--- src/hw/rtl/vcci_pkg.sv ---
// ----------------------------------------------------------------------------
// vcci_pkg
// Shared types and constants for the display controller command port.
// ----------------------------------------------------------------------------
package vcci_pkg;

  localparam int RAM_DEPTH_DEF = 48;
  localparam int KEY_BYTES_DEF = 6;

  localparam int ADDR_W = 6;
  localparam int BYTE_W = 8;
  localparam int SLOT_W = 3;
  localparam int FUNC_W = 2;

  // bus function codes
  localparam logic [FUNC_W-1:0] FUNC_WRITE = 2'd0;
  localparam logic [FUNC_W-1:0] FUNC_READ  = 2'd1;
  localparam logic [FUNC_W-1:0] FUNC_KEY   = 2'd2;
  localparam logic [FUNC_W-1:0] FUNC_FETCH = 2'd3;

  // command byte top bits
  localparam logic [1:0] CMD_MODE = 2'd0;
  localparam logic [1:0] CMD_DATA = 2'd1;
  localparam logic [1:0] CMD_DISP = 2'd2;
  localparam logic [1:0] CMD_ADDR = 2'd3;

  // frame kinds
  localparam logic [1:0] FRAME_NONE = 2'd0;
  localparam logic [1:0] FRAME_ADDR = 2'd1;
  localparam logic [1:0] FRAME_KEY  = 2'd2;

  localparam logic [SLOT_W-1:0] KEY_PTR_MAX = 3'd7;

  typedef enum logic [2:0] {
    OP_NOP,
    OP_CMD,
    OP_DATA,
    OP_READ,
    OP_KEY,
    OP_FETCH
  } op_t;

  typedef struct packed {
    op_t               op;
    logic [BYTE_W-1:0] value;
    logic [SLOT_W-1:0] slot;
    logic [ADDR_W-1:0] faddr;
  } item_t;

endpackage

--- src/hw/rtl/vfd_controller_command_interface_unit.sv ---
// Result beats are registered: an accepted input beat goes through the queue
// and then the result registers; a display fetch also through the RAM read.
// Throughput: one beat per cycle while results are not stalled; a display fetch
// holds the engine in its fetch state, as the display RAM read is registered.
// Reset (rst, synchronous): clears all mode, pointer and key state, the queue,
// and the per-entry written bits of the display RAM, so it reads as zero.
// ----------------------------------------------------------------------------
// vfd_controller_command_interface_unit
// Display controller serial command port: classifier, queue, execution engine.
// ----------------------------------------------------------------------------
module vfd_controller_command_interface_unit #(
  parameter int RAM_DEPTH = vcci_pkg::RAM_DEPTH_DEF,
  parameter int KEY_BYTES = vcci_pkg::KEY_BYTES_DEF
) (
  input  logic                          clk,
  input  logic                          rst,
  input  logic                          in_valid,
  output logic                          in_stall,
  input  logic [vcci_pkg::FUNC_W-1:0]   func,
  input  logic                          frame_start,
  input  logic [vcci_pkg::BYTE_W-1:0]   byte_value,
  input  logic [vcci_pkg::SLOT_W-1:0]   key_slot,
  input  logic [vcci_pkg::ADDR_W-1:0]   fetch_address,
  output logic                          out_valid,
  input  logic                          out_stall,
  output logic [vcci_pkg::BYTE_W-1:0]   read_data,
  output logic                          ram_write,
  output logic [vcci_pkg::ADDR_W-1:0]   ram_address,
  output logic [vcci_pkg::BYTE_W-1:0]   ram_data,
  output logic                          display_enabled,
  output logic [2:0]                    brightness,
  output logic [3:0]                    display_mode,
  output logic                          test_mode
);

  logic            push;
  logic            q_full;
  logic            q_valid;
  logic            pop;
  vcci_pkg::item_t push_item;
  vcci_pkg::item_t head;

  vcci_front u_front (
    .in_valid      (in_valid),
    .in_stall      (in_stall),
    .func          (func),
    .frame_start   (frame_start),
    .byte_value    (byte_value),
    .key_slot      (key_slot),
    .fetch_address (fetch_address),
    .push          (push),
    .item          (push_item),
    .q_full        (q_full)
  );

  vcci_queue u_queue (
    .clk       (clk),
    .rst       (rst),
    .push      (push),
    .push_item (push_item),
    .full      (q_full),
    .pop       (pop),
    .q_valid   (q_valid),
    .head      (head)
  );

  vcci_back #(
    .RAM_DEPTH (RAM_DEPTH),
    .KEY_BYTES (KEY_BYTES)
  ) u_back (
    .clk             (clk),
    .rst             (rst),
    .q_valid         (q_valid),
    .item            (head),
    .pop             (pop),
    .out_valid       (out_valid),
    .out_stall       (out_stall),
    .read_data       (read_data),
    .ram_write       (ram_write),
    .ram_address     (ram_address),
    .ram_data        (ram_data),
    .display_enabled (display_enabled),
    .brightness      (brightness),
    .display_mode    (display_mode),
    .test_mode       (test_mode)
  );

endmodule

--- src/hw/rtl/vcci_ram.sv ---
// ----------------------------------------------------------------------------
// vcci_ram
// Generic single write port, single read port RAM with registered read.
// ----------------------------------------------------------------------------
module vcci_ram #(
  parameter int WIDTH = 8,
  parameter int DEPTH = 48,
  localparam int AW = (DEPTH > 1) ? $clog2(DEPTH) : 1
) (
  input  logic             clk,
  input  logic             we,
  input  logic [AW-1:0]    waddr,
  input  logic [WIDTH-1:0] wdata,
  input  logic [AW-1:0]    raddr,
  output logic [WIDTH-1:0] rdata
);

  logic [WIDTH-1:0] mem [DEPTH];

  always_ff @(posedge clk) begin
    if (we) begin
      mem[waddr] <= wdata;
    end
    rdata <= mem[raddr];
  end

endmodule

--- src/hw/rtl/vcci_front.sv ---
// ----------------------------------------------------------------------------
// vcci_front
// Accepts bus, key scan and fetch beats and classifies them into operations.
// ----------------------------------------------------------------------------
module vcci_front (
  input  logic                           in_valid,
  output logic                           in_stall,
  input  logic [vcci_pkg::FUNC_W-1:0]    func,
  input  logic                           frame_start,
  input  logic [vcci_pkg::BYTE_W-1:0]    byte_value,
  input  logic [vcci_pkg::SLOT_W-1:0]    key_slot,
  input  logic [vcci_pkg::ADDR_W-1:0]    fetch_address,
  output logic                           push,
  output vcci_pkg::item_t                item,
  input  logic                           q_full
);

  vcci_pkg::op_t op;

  always_comb begin
    case (func)
      vcci_pkg::FUNC_WRITE: op = frame_start ? vcci_pkg::OP_CMD : vcci_pkg::OP_DATA;
      // a read carrying the frame start flag does nothing
      vcci_pkg::FUNC_READ:  op = frame_start ? vcci_pkg::OP_NOP : vcci_pkg::OP_READ;
      vcci_pkg::FUNC_KEY:   op = vcci_pkg::OP_KEY;
      vcci_pkg::FUNC_FETCH: op = vcci_pkg::OP_FETCH;
      default:              op = vcci_pkg::OP_NOP;
    endcase
  end

  assign in_stall   = q_full;
  assign push       = in_valid && !q_full;
  assign item.op    = op;
  assign item.value = byte_value;
  assign item.slot  = key_slot;
  assign item.faddr = fetch_address;

endmodule

--- src/hw/rtl/vcci_queue.sv ---
// ----------------------------------------------------------------------------
// vcci_queue
// Two-entry queue decoupling the classifier from the execution engine.
// ----------------------------------------------------------------------------
module vcci_queue (
  input  logic            clk,
  input  logic            rst,
  input  logic            push,
  input  vcci_pkg::item_t push_item,
  output logic            full,
  input  logic            pop,
  output logic            q_valid,
  output vcci_pkg::item_t head
);

  vcci_pkg::item_t entries [2];
  logic       wr_ptr;
  logic       rd_ptr;
  logic [1:0] count;

  assign full    = (count == 2'd2);
  assign q_valid = (count != 2'd0);
  assign head    = entries[rd_ptr];

  always_ff @(posedge clk) begin
    if (push) begin
      entries[wr_ptr] <= push_item;
    end
  end

  always_ff @(posedge clk) begin
    if (rst) begin
      wr_ptr <= 1'b0;
      rd_ptr <= 1'b0;
      count  <= 2'd0;
    end else begin
      if (push) begin
        wr_ptr <= ~wr_ptr;
      end
      if (pop) begin
        rd_ptr <= ~rd_ptr;
      end
      case ({push, pop})
        2'b10:   count <= count + 2'd1;
        2'b01:   count <= count - 2'd1;
        default: count <= count;
      endcase
    end
  end

endmodule

--- src/hw/rtl/vcci_back.sv ---
// ----------------------------------------------------------------------------
// vcci_back
// Execution engine: command decode, display RAM, key store and result beat.
// ----------------------------------------------------------------------------
module vcci_back #(
  parameter int RAM_DEPTH = vcci_pkg::RAM_DEPTH_DEF,
  parameter int KEY_BYTES = vcci_pkg::KEY_BYTES_DEF
) (
  input  logic                          clk,
  input  logic                          rst,
  input  logic                          q_valid,
  input  vcci_pkg::item_t               item,
  output logic                          pop,
  output logic                          out_valid,
  input  logic                          out_stall,
  output logic [vcci_pkg::BYTE_W-1:0]   read_data,
  output logic                          ram_write,
  output logic [vcci_pkg::ADDR_W-1:0]   ram_address,
  output logic [vcci_pkg::BYTE_W-1:0]   ram_data,
  output logic                          display_enabled,
  output logic [2:0]                    brightness,
  output logic [3:0]                    display_mode,
  output logic                          test_mode
);

  localparam int AW = (RAM_DEPTH > 1) ? $clog2(RAM_DEPTH) : 1;
  localparam int KW = (KEY_BYTES > 1) ? $clog2(KEY_BYTES) : 1;
  localparam logic [vcci_pkg::ADDR_W:0] RAM_LIMIT = (vcci_pkg::ADDR_W+1)'(RAM_DEPTH);
  localparam logic [vcci_pkg::SLOT_W:0] KEY_LIMIT = (vcci_pkg::SLOT_W+1)'(KEY_BYTES);

  typedef enum logic [1:0] {
    ST_RUN   = 2'b01,
    ST_FETCH = 2'b10
  } bstate_t;

  bstate_t state;

  // control state
  logic [vcci_pkg::ADDR_W-1:0] ptr, ptr_next;
  logic                        fixed, fixed_next;
  logic [vcci_pkg::SLOT_W-1:0] kptr, kptr_next;
  logic [1:0]                  frame, frame_next;
  logic [3:0]                  mode, mode_next;
  logic                        on, on_next;
  logic [2:0]                  dim, dim_next;
  logic                        test, test_next;
  logic [vcci_pkg::BYTE_W-1:0] kstore [KEY_BYTES];
  logic [RAM_DEPTH-1:0]        ram_valid;
  logic                        fetch_hit;

  // per-item results
  logic                        go;
  logic                        go_fetch;
  logic [vcci_pkg::BYTE_W-1:0] rd;
  logic                        wr;
  logic [vcci_pkg::ADDR_W-1:0] wa;
  logic                        key_we;
  logic [vcci_pkg::BYTE_W-1:0] ram_rdata;

  assign go  = q_valid && (state == ST_RUN) && (!out_valid || !out_stall);
  assign pop = go;

  always_comb begin
    ptr_next   = ptr;
    fixed_next = fixed;
    kptr_next  = kptr;
    frame_next = frame;
    mode_next  = mode;
    on_next    = on;
    dim_next   = dim;
    test_next  = test;
    rd         = '0;
    wr         = 1'b0;
    wa         = '0;
    key_we     = 1'b0;
    go_fetch   = 1'b0;
    case (item.op)
      vcci_pkg::OP_CMD: begin
        case (item.value[7:6])
          vcci_pkg::CMD_MODE: begin
            mode_next  = item.value[3:0];
            frame_next = vcci_pkg::FRAME_NONE;
          end
          vcci_pkg::CMD_DATA: begin
            fixed_next = item.value[2];
            test_next  = item.value[3];
            if (item.value[1]) begin
              frame_next = vcci_pkg::FRAME_KEY;
              kptr_next  = '0;
            end else begin
              frame_next = vcci_pkg::FRAME_NONE;
            end
          end
          vcci_pkg::CMD_DISP: begin
            on_next    = item.value[3];
            dim_next   = item.value[2:0];
            frame_next = vcci_pkg::FRAME_NONE;
          end
          default: begin
            ptr_next   = item.value[vcci_pkg::ADDR_W-1:0];
            frame_next = vcci_pkg::FRAME_ADDR;
          end
        endcase
      end
      vcci_pkg::OP_DATA: begin
        if (frame == vcci_pkg::FRAME_ADDR) begin
          // writes past the RAM are dropped but the pointer still moves unless fixed
          if ({1'b0, ptr} < RAM_LIMIT) begin
            wr = 1'b1;
            wa = ptr;
          end
          if (!fixed) begin
            ptr_next = ptr + vcci_pkg::ADDR_W'(1);
          end
        end
      end
      vcci_pkg::OP_READ: begin
        if (frame == vcci_pkg::FRAME_KEY) begin
          if ({1'b0, kptr} < KEY_LIMIT) begin
            rd = kstore[kptr[KW-1:0]];
          end
          if (kptr != vcci_pkg::KEY_PTR_MAX) begin
            kptr_next = kptr + vcci_pkg::SLOT_W'(1);
          end
        end
      end
      vcci_pkg::OP_KEY: begin
        key_we = ({1'b0, item.slot} < KEY_LIMIT);
      end
      vcci_pkg::OP_FETCH: begin
        go_fetch = 1'b1;
      end
      default: begin
      end
    endcase
  end

  vcci_ram #(
    .WIDTH (vcci_pkg::BYTE_W),
    .DEPTH (RAM_DEPTH)
  ) u_ram (
    .clk   (clk),
    .we    (go && wr),
    .waddr (wa[AW-1:0]),
    .wdata (item.value),
    .raddr (item.faddr[AW-1:0]),
    .rdata (ram_rdata)
  );

  always_ff @(posedge clk) begin
    if (rst) begin
      state     <= ST_RUN;
      ptr       <= '0;
      fixed     <= 1'b0;
      kptr      <= '0;
      frame     <= vcci_pkg::FRAME_NONE;
      mode      <= '0;
      on        <= 1'b0;
      dim       <= '0;
      test      <= 1'b0;
      ram_valid <= '0;
      fetch_hit <= 1'b0;
      out_valid <= 1'b0;
      for (int i = 0; i < KEY_BYTES; i++) begin
        kstore[i] <= '0;
      end
    end else begin
      if (go) begin
        ptr   <= ptr_next;
        fixed <= fixed_next;
        kptr  <= kptr_next;
        frame <= frame_next;
        mode  <= mode_next;
        on    <= on_next;
        dim   <= dim_next;
        test  <= test_next;
        if (wr) begin
          ram_valid[wa[AW-1:0]] <= 1'b1;
        end
        if (key_we) begin
          kstore[item.slot[KW-1:0]] <= item.value;
        end
      end
      // unwritten or out-of-range entries read as zero
      fetch_hit <= ({1'b0, item.faddr} < RAM_LIMIT) && ram_valid[item.faddr[AW-1:0]];
      case (state)
        ST_RUN: begin
          if (go && go_fetch) begin
            state <= ST_FETCH;
          end
        end
        ST_FETCH: begin
          state <= ST_RUN;
        end
        default: begin
          state <= ST_RUN;
        end
      endcase
      if ((go && !go_fetch) || state == ST_FETCH) begin
        out_valid <= 1'b1;
      end else if (!out_stall) begin
        out_valid <= 1'b0;
      end
    end
  end

  // result payload
  always_ff @(posedge clk) begin
    if (go && !go_fetch) begin
      read_data   <= rd;
      ram_write   <= wr;
      ram_address <= wa;
      ram_data    <= wr ? item.value : '0;
    end else if (state == ST_FETCH) begin
      read_data   <= fetch_hit ? ram_rdata : '0;
      ram_write   <= 1'b0;
      ram_address <= '0;
      ram_data    <= '0;
    end
  end

  // state only moves when a new beat is loaded, so these track the held beat
  assign display_enabled = on;
  assign brightness      = dim;
  assign display_mode    = mode;
  assign test_mode       = test;

endmodule

--- config.mk ---
export PLATFORM = sky130hd
export DESIGN_NAME = vfd_controller_command_interface_unit
export DESIGN_NICKNAME = d
export VERILOG_FILES = /design/src/hw/rtl/vcci_pkg.sv /design/src/hw/rtl/vfd_controller_command_interface_unit.sv /design/src/hw/rtl/vcci_ram.sv /design/src/hw/rtl/vcci_front.sv /design/src/hw/rtl/vcci_queue.sv /design/src/hw/rtl/vcci_back.sv
export SDC_FILE = /design/constraint.sdc
export NUM_CORES = 1
export LEC_CHECK = 0
export ABC_CLOCK_PERIOD_IN_PS = 3700
export BUFFER_PORTS_ARGS = -buffer_cell sky130_fd_sc_hd__clkbuf_2
export CORE_MARGIN = 4
export CORE_UTILIZATION = 35
export DETAILED_ROUTE_END_ITERATION = 16
export PLACE_DENSITY_LB_ADDON = 0.1
export SYNTH_ARGS = -nofsm -noshare
export SYNTH_HDL_FRONTEND = slang
export SYNTH_SLANG_ARGS = --single-unit
--- constraint.sdc ---
create_clock -name clk -period 3.7 [get_ports clk]
set_input_delay 0.925 -clock clk [delete_from_list [all_inputs] [get_ports clk]]
set_output_delay 0.925 -clock clk [all_outputs]
set_load 0.05 [all_outputs]
Yosys cells after proc, flatten, opt, wreduce, memory -nomap -nowiden

Memory sizes are Yosys's and may differ from the RTL's. A register that Yosys moved wholly into a read port is not among the register bits.
Cells that the tools add are included.

Memory bits (writable): 472
Memories kept: 3
Register bits after elaboration: 100
Logic and storage cells: 154
Output and inout bits: 34

Memory list:

| name             | words | width | read ports | clocked after Yosys merged registers in | write ports | line             | text |
|---|---|---|---|---|---|---|---|
| u_back.u_ram.mem | 48    | 8     | 1          | 1                                       | 1           | vcci_ram.sv:18   | `logic [WIDTH-1:0] mem [DEPTH];` |
| u_back.kstore    | 6     | 8     | 1          | 1                                       | 6           | vcci_back.sv:47  | `logic [vcci_pkg::BYTE_W-1:0] kstore [KEY_BYTES];` |
| u_queue.entries  | 2     | 20    | 1          | 1                                       | 1           | vcci_queue.sv:16 | `vcci_pkg::item_t entries [2];` |

Muxes and demuxes: 59
Add/sub/neg operators: 4
Bitwise operators: 4
Reductions and logical operators: 32
Eq/ne operators: 26
$lt $le $gt $ge: 7

Operators by type and width:

| cell                                                                         | count |
|---|---|
| 8-bit 2-to-1 mux                                                             | 10 |
| 6-bit 2-to-1 mux                                                             | 8 |
| 48-bit OR                                                                    | 1 |
| 1-bit 2-to-1 mux                                                             | 24 |
| 3-bit 2-to-1 mux                                                             | 7 |
| 2-bit equality test, second input constant                                   | 7 |
| 6-bit by 7-bit less-than comparator with 1-bit output, second input constant | 2 |
| 6-bit less-than comparator, second input constant                            | 2 |
| 2-bit by 1-bit inequality test with 1-bit output, second input constant      | 6 |
| 3-bit one-hot mux with 4 select lines                                        | 1 |
| 6-bit one-hot mux with 2 select lines                                        | 1 |
| 2-bit by 1-bit equality test with 1-bit output, second input constant        | 5 |
| 2-bit nonzero test                                                           | 5 |
| 3-bit AND reduction                                                          | 3 |
| 1-bit logical AND                                                            | 8 |
| 2-bit one-hot mux with 2 select lines                                        | 2 |
| 8-bit OR reduction                                                           | 1 |
| 6-bit by 1-bit adder with 6-bit output, second input constant                | 1 |
| 1-bit binary-select mux with 6-bit select                                    | 1 |
| 1-bit demux with 6-bit select                                                | 1 |
| 3-bit by 2-bit equality test with 1-bit output, second input constant        | 2 |
| 3-bit equality test, second input constant                                   | 2 |
| 6-bit by 1-bit >= comparator with 1-bit output, second input constant        | 1 |
| 3-bit less-than comparator, second input constant                            | 2 |
| other kinds (17)                                                             | 29 |

Longest topological paths before layout

Depth after elaboration: 9
Mapped depth: 13
Mapped depth without buffers: 7

Cells and area by module

Synthesis repeated with hierarchy kept, for this count alone.

Cell total of the unflattened synthesis: 1,535
Area total of the unflattened synthesis: 24,628.6 um2

Modules (own cells, without submodules):

| module     | area each (um2) | cells each | instances | sequential area each (um2) |
|---|---|---|---|---|
| vcci_ram   | 15,349.7        | 793        | 1         | 11,691.2 |
| vcci_back  | 7,463.4         | 635        | 1         | 4,134.0 |
| vcci_queue | 1,644.1         | 84         | 1         | 1,301.2 |
| vcci_front | 171.4           | 23         | 1         | 0.0 |

Least setup slack after synthesis

No wires, ideal clock.

Path kind: input -> register
Start point: in out_stall
End point: mem u_back.u_ram.mem[15][0], enable pin
Buffers on the path: 2
Required time: 3.330 ns
Data arrival time: 2.767 ns
Cell stages on the path: 7
Slack: 0.563 ns
Library setup time: 0.370 ns
Cell sequence: nand2_1 -> o2111ai_1 -> or3_1 -> buf_2 -> or4_1 -> clkbuf_1 -> nor2_1

Cells in the longest elaborated chain, start to end: 6

RTL lines:

| what                                   | line                                        | text |
|---|---|---|
| start, declared                        | vfd_controller_command_interface_unit.sv:25 | `input logic out_stall,` |
| 1-bit logical NOT                      | vcci_back.sv:60                             | `assign go = q_valid && (state == ST_RUN) && (!out_valid \|\| !out_stall);` |
| 1-bit logical OR                       | vcci_back.sv:60                             |  |
| 1-bit logical AND                      | vcci_back.sv:60                             |  |
| 1-bit logical AND                      | vcci_back.sv:143                            | `.we (go && wr),` |
| 1-bit 2-to-1 mux                       | vcci_ram.sv:21                              | `if (we) begin` |
| 1-bit 2-to-1 mux (not written as such) | vcci_ram.sv:22                              | `mem[waddr] <= wdata;` |
| end, declared                          | vcci_ram.sv:18                              |  |

Every way passes these cells.

==> impl_metrics.yaml <==
status:
  status: "finished clean"
critical_path:
  arrival_ps: 3910
  path_class: "flip-flop to flip-flop"
  start_kind: "flip-flop"
  r2r_setup_slack_ps: 320
  r2r_end: "u_back.u_ram.rdata[0]"
  end_kind: "flip-flop"
  reg2reg_depth: 8
  cp.required_ps: 4230
  critPathMaxFanout: 50
floorplan:
  ioPinCount: 58
  die-area_um2: 76300
  dieHeight_um: 276
  initial_core_util_pct: 35.3
  coreArea_um2: 71400
  fp-row-count: 98
  die-width_um: 276
grt:
  grt_overflow: 0
  grt_usage_pct: 18.8
  grt_max_degree: 67
  grt_pass1_wl_um: 108000
  grt_pass1_vias: 15907
  antenna_found_initial: 2
placement:
  hpwl_um: 47900
  port-buffer-count: 57
  place_congestion: 0.806
  placedInstanceArea_um2: 27300
synth:
  synth_area_um2: 25200
  postSynthAreaPerCell_um2: 13.7
  synth_cell_type_count: 67
  synth-seq-area-share_pct: 68.0
  netlist.top_cell.by_area: "edfxtp_1"
  synth_area_leaders: "edfxtp_1 (61%), dfxtp_1 (7.1%), mux4_2 (4.3%)"
  synth_top_area_share_pct: 60.9
  ys_ff_latch: 600
  async_reset_ff_share_pct: 0
  synth_flop_cell: "edfxtp_1"
  synth_edf_count: 511
  synth_warnings: 0
  synth_cells: 1842
power_and_ir_drop:
  clkPwrFrac_pct: 34.6
  peakVddDrop_mv: 0.362
  p_sw_share_pct: 31.2
  seq_power_share_pct: 42.5
  pwr-share-comb_pct: 22.8
  p_leak_nw: 10.0
  switchingPower_mw: 6.03
  power.density_nw_per_um2: 654
  internal_power_mw: 13.3
clock_tree:
  tritoncts: "built"
  clk_pin_slew_ps: 60
  cts_buffers: 67
  ctsResizeCount: 0
  post_cts_buffers: 0
  cts-root-buf: "clkbuf_16"
  hold_buffers: 0
  max-clock-path-buffers: 3
  cts.sinks: 600
  worstSkewPairLatency_ps: 610
  htreeDepth: 3
sta:
  final.period_utilization_pct: 91.3
  setup_violations: 0
  setup_tns_ps: 0
  fin_crit_ps: 3380
  max_freq_ghz: 0.296
  worstMarginPinSlew_ps: 1130
  relSlewSlack_pct: 24.4
  hold_viol: 0
  slew_viol_final: 0
  finalClockSkew_ps: 32.0
  rsz0062_at_grt: "no"
final_layout:
  final_common_cell: "edfxtp_1"
  layout.nets: 2027
  layout_common_cells: "edfxtp_1 (511), nor2_1 (217), buf_4 (120), nand2b_1 (109), dfxtp_1 (88)"
  multi_input_area_um2: 7550
  fillers: 6731
  regArea_um2: 17100
  stdcell_area_um2: 29500
  area.growth.synth_to_final_pct: 17.3
  drive_above_1_share_pct: 18.1
min_path:
  hold_class: "flip-flop to flip-flop"
  holdPathEnd: "u_back.ram_valid[14]"
  min_from: "u_back.ram_valid[14]"
  min_delay_path_depth: 2
detailed_routing:
  ant_nets: 0
  dr_total_vias: 16200
  wl_um: 73200
  drc_errors: 0
  vias_per_cell: 5.40
  drt-pass1-iter-count: 5
  drtIter0Drc: 1362
  wl_per_cell_um: 24.4
flow_run:
  cap_viol_max_count: 0
[kinds of logic (layout without fill, tap and decap cells)]
family	count (synthesis)	after routing	synth area share, %
mux	107	107	6.78
other cells	1	17	0.0149
fa+ha+maj	4	4	0.199
simple gates	533	533	10.5
flops	600	600	68.0
buf+inv	146	339	2.52
compound gates	446	446	11.8
xor+xnor	5	5	0.174
[final cells by class]
cell class | instances | share of cell area, %
multi-input combinational | 1111 | 25.6
inverter | 35 | 0.445
timing repair buffer | 184 | 4.49
clock inverter | 33 | 1.20
antenna | 1 | 0.00847
sequential | 600 | 58.0
clock buffer | 87 | 6.28
tap | 950 | 4.02
[power groups by stage]
| stage | combinational, mW | clock [mW] | sequential (mW) |
|---|---|---|---|
| after floorplan | 2.38 | 0 | 8.62 |
| after global placement | 4.42 | 0 | 8.37 |
| after global routing | 4.74 | 7.15 | 8.24 |
| after detailed placement | 4.46 | 0 | 8.37 |
| after CTS | 4.46 | 6.87 | 8.23 |
| final | 4.41 | 6.69 | 8.22 |
[flip-flops by register name, summed over array words and instances (netlist names), 2 cells and up, named ones only]
name,count
u_back.u_ram.mem,384
u_back.kstore,64
u_back.ram_valid,48
u_queue.entries,40
u_back.ram_data,8
u_back.read_data,8
u_back.u_ram.rdata,8
u_back.ptr,6
u_back.ram_address,6
u_back.display_mode,4
u_back.brightness,3
u_back.kptr,3
u_back.frame,2
u_back.state,2
u_queue.count,2
[layer usage]
layer | track usage, % | wire, um
met1 | 26.4 | 33000
met3 | 3.03 | 3940
met4 | 6.64 | 2350
met2 | 29.7 | 33900
met5 | 0 | 0
[per-stage QoR]
stage	instances	total power, mW	worst slack (ps)	hold slack, ps	utilization, %
floorplan	1857	11.0	563	429	-
global placement	2880	12.8	405	440	38.3
detailed placement	2880	12.8	341	447	38.3
CTS	3000	19.6	345	462	41.4
global route	3001	20.1	64.0	482	41.4
finish	3001	19.3	324	461	41.4
[Yosys cell counts, types with 5 or more instances]
cell and number:
edfxtp_1 511, nor2_1 219, nand2b_1 109, dfxtp_1 89, a21oi_1 77, a22oi_1 65, clkbuf_1 65, nand2_1 63
o21ai_0 56, o21bai_1 56, mux4_2 48, mux2i_1 47, a31oi_1 45, nor3_1 37, o22ai_1 37, inv_1 35
buf_2 30, o41ai_1 30, o21a_1 17, and2_1 15, o31ai_1 13, and3_1 12, nand3_1 11, nor2b_1 11
or4_1 10, nor2_2 9, a211oi_1 8, mux2_2 8, buf_1 7, nor4_1 7, o21ai_1 7, o221ai_1 7
a22o_1 6, or3_1 6, buf_4 5, nand3b_1 5, nor3b_1 5
[worst max-delay path, stage by stage (launching register included)]
cell and delay, ps:
dfxtp_2 520, buf_4 390, mux2i_4 310, buf_12 310, nor2_1 110, o41ai_1 320
a31oi_1 210, nor4_1 800, and3_1 260
[how the worst max path moves through the flow]
| stage | endpoint | depth (start not counted) | from |
|---|---|---|---|
| after global placement | u_back.u_ram.rdata[1] | 8 | flip-flop |
| after detailed placement | u_back.u_ram.mem[1][3] | 7 | out_stall |
| after global routing | u_back.u_ram.rdata[4] | 8 | flip-flop |
| after floorplan | u_back.u_ram.mem[15][0] | 7 | out_stall |
| after CTS | u_back.u_ram.rdata[1] | 8 | flip-flop |
| final | u_back.u_ram.rdata[0] | 8 | flip-flop |
(Power assumes the default switching activity.)
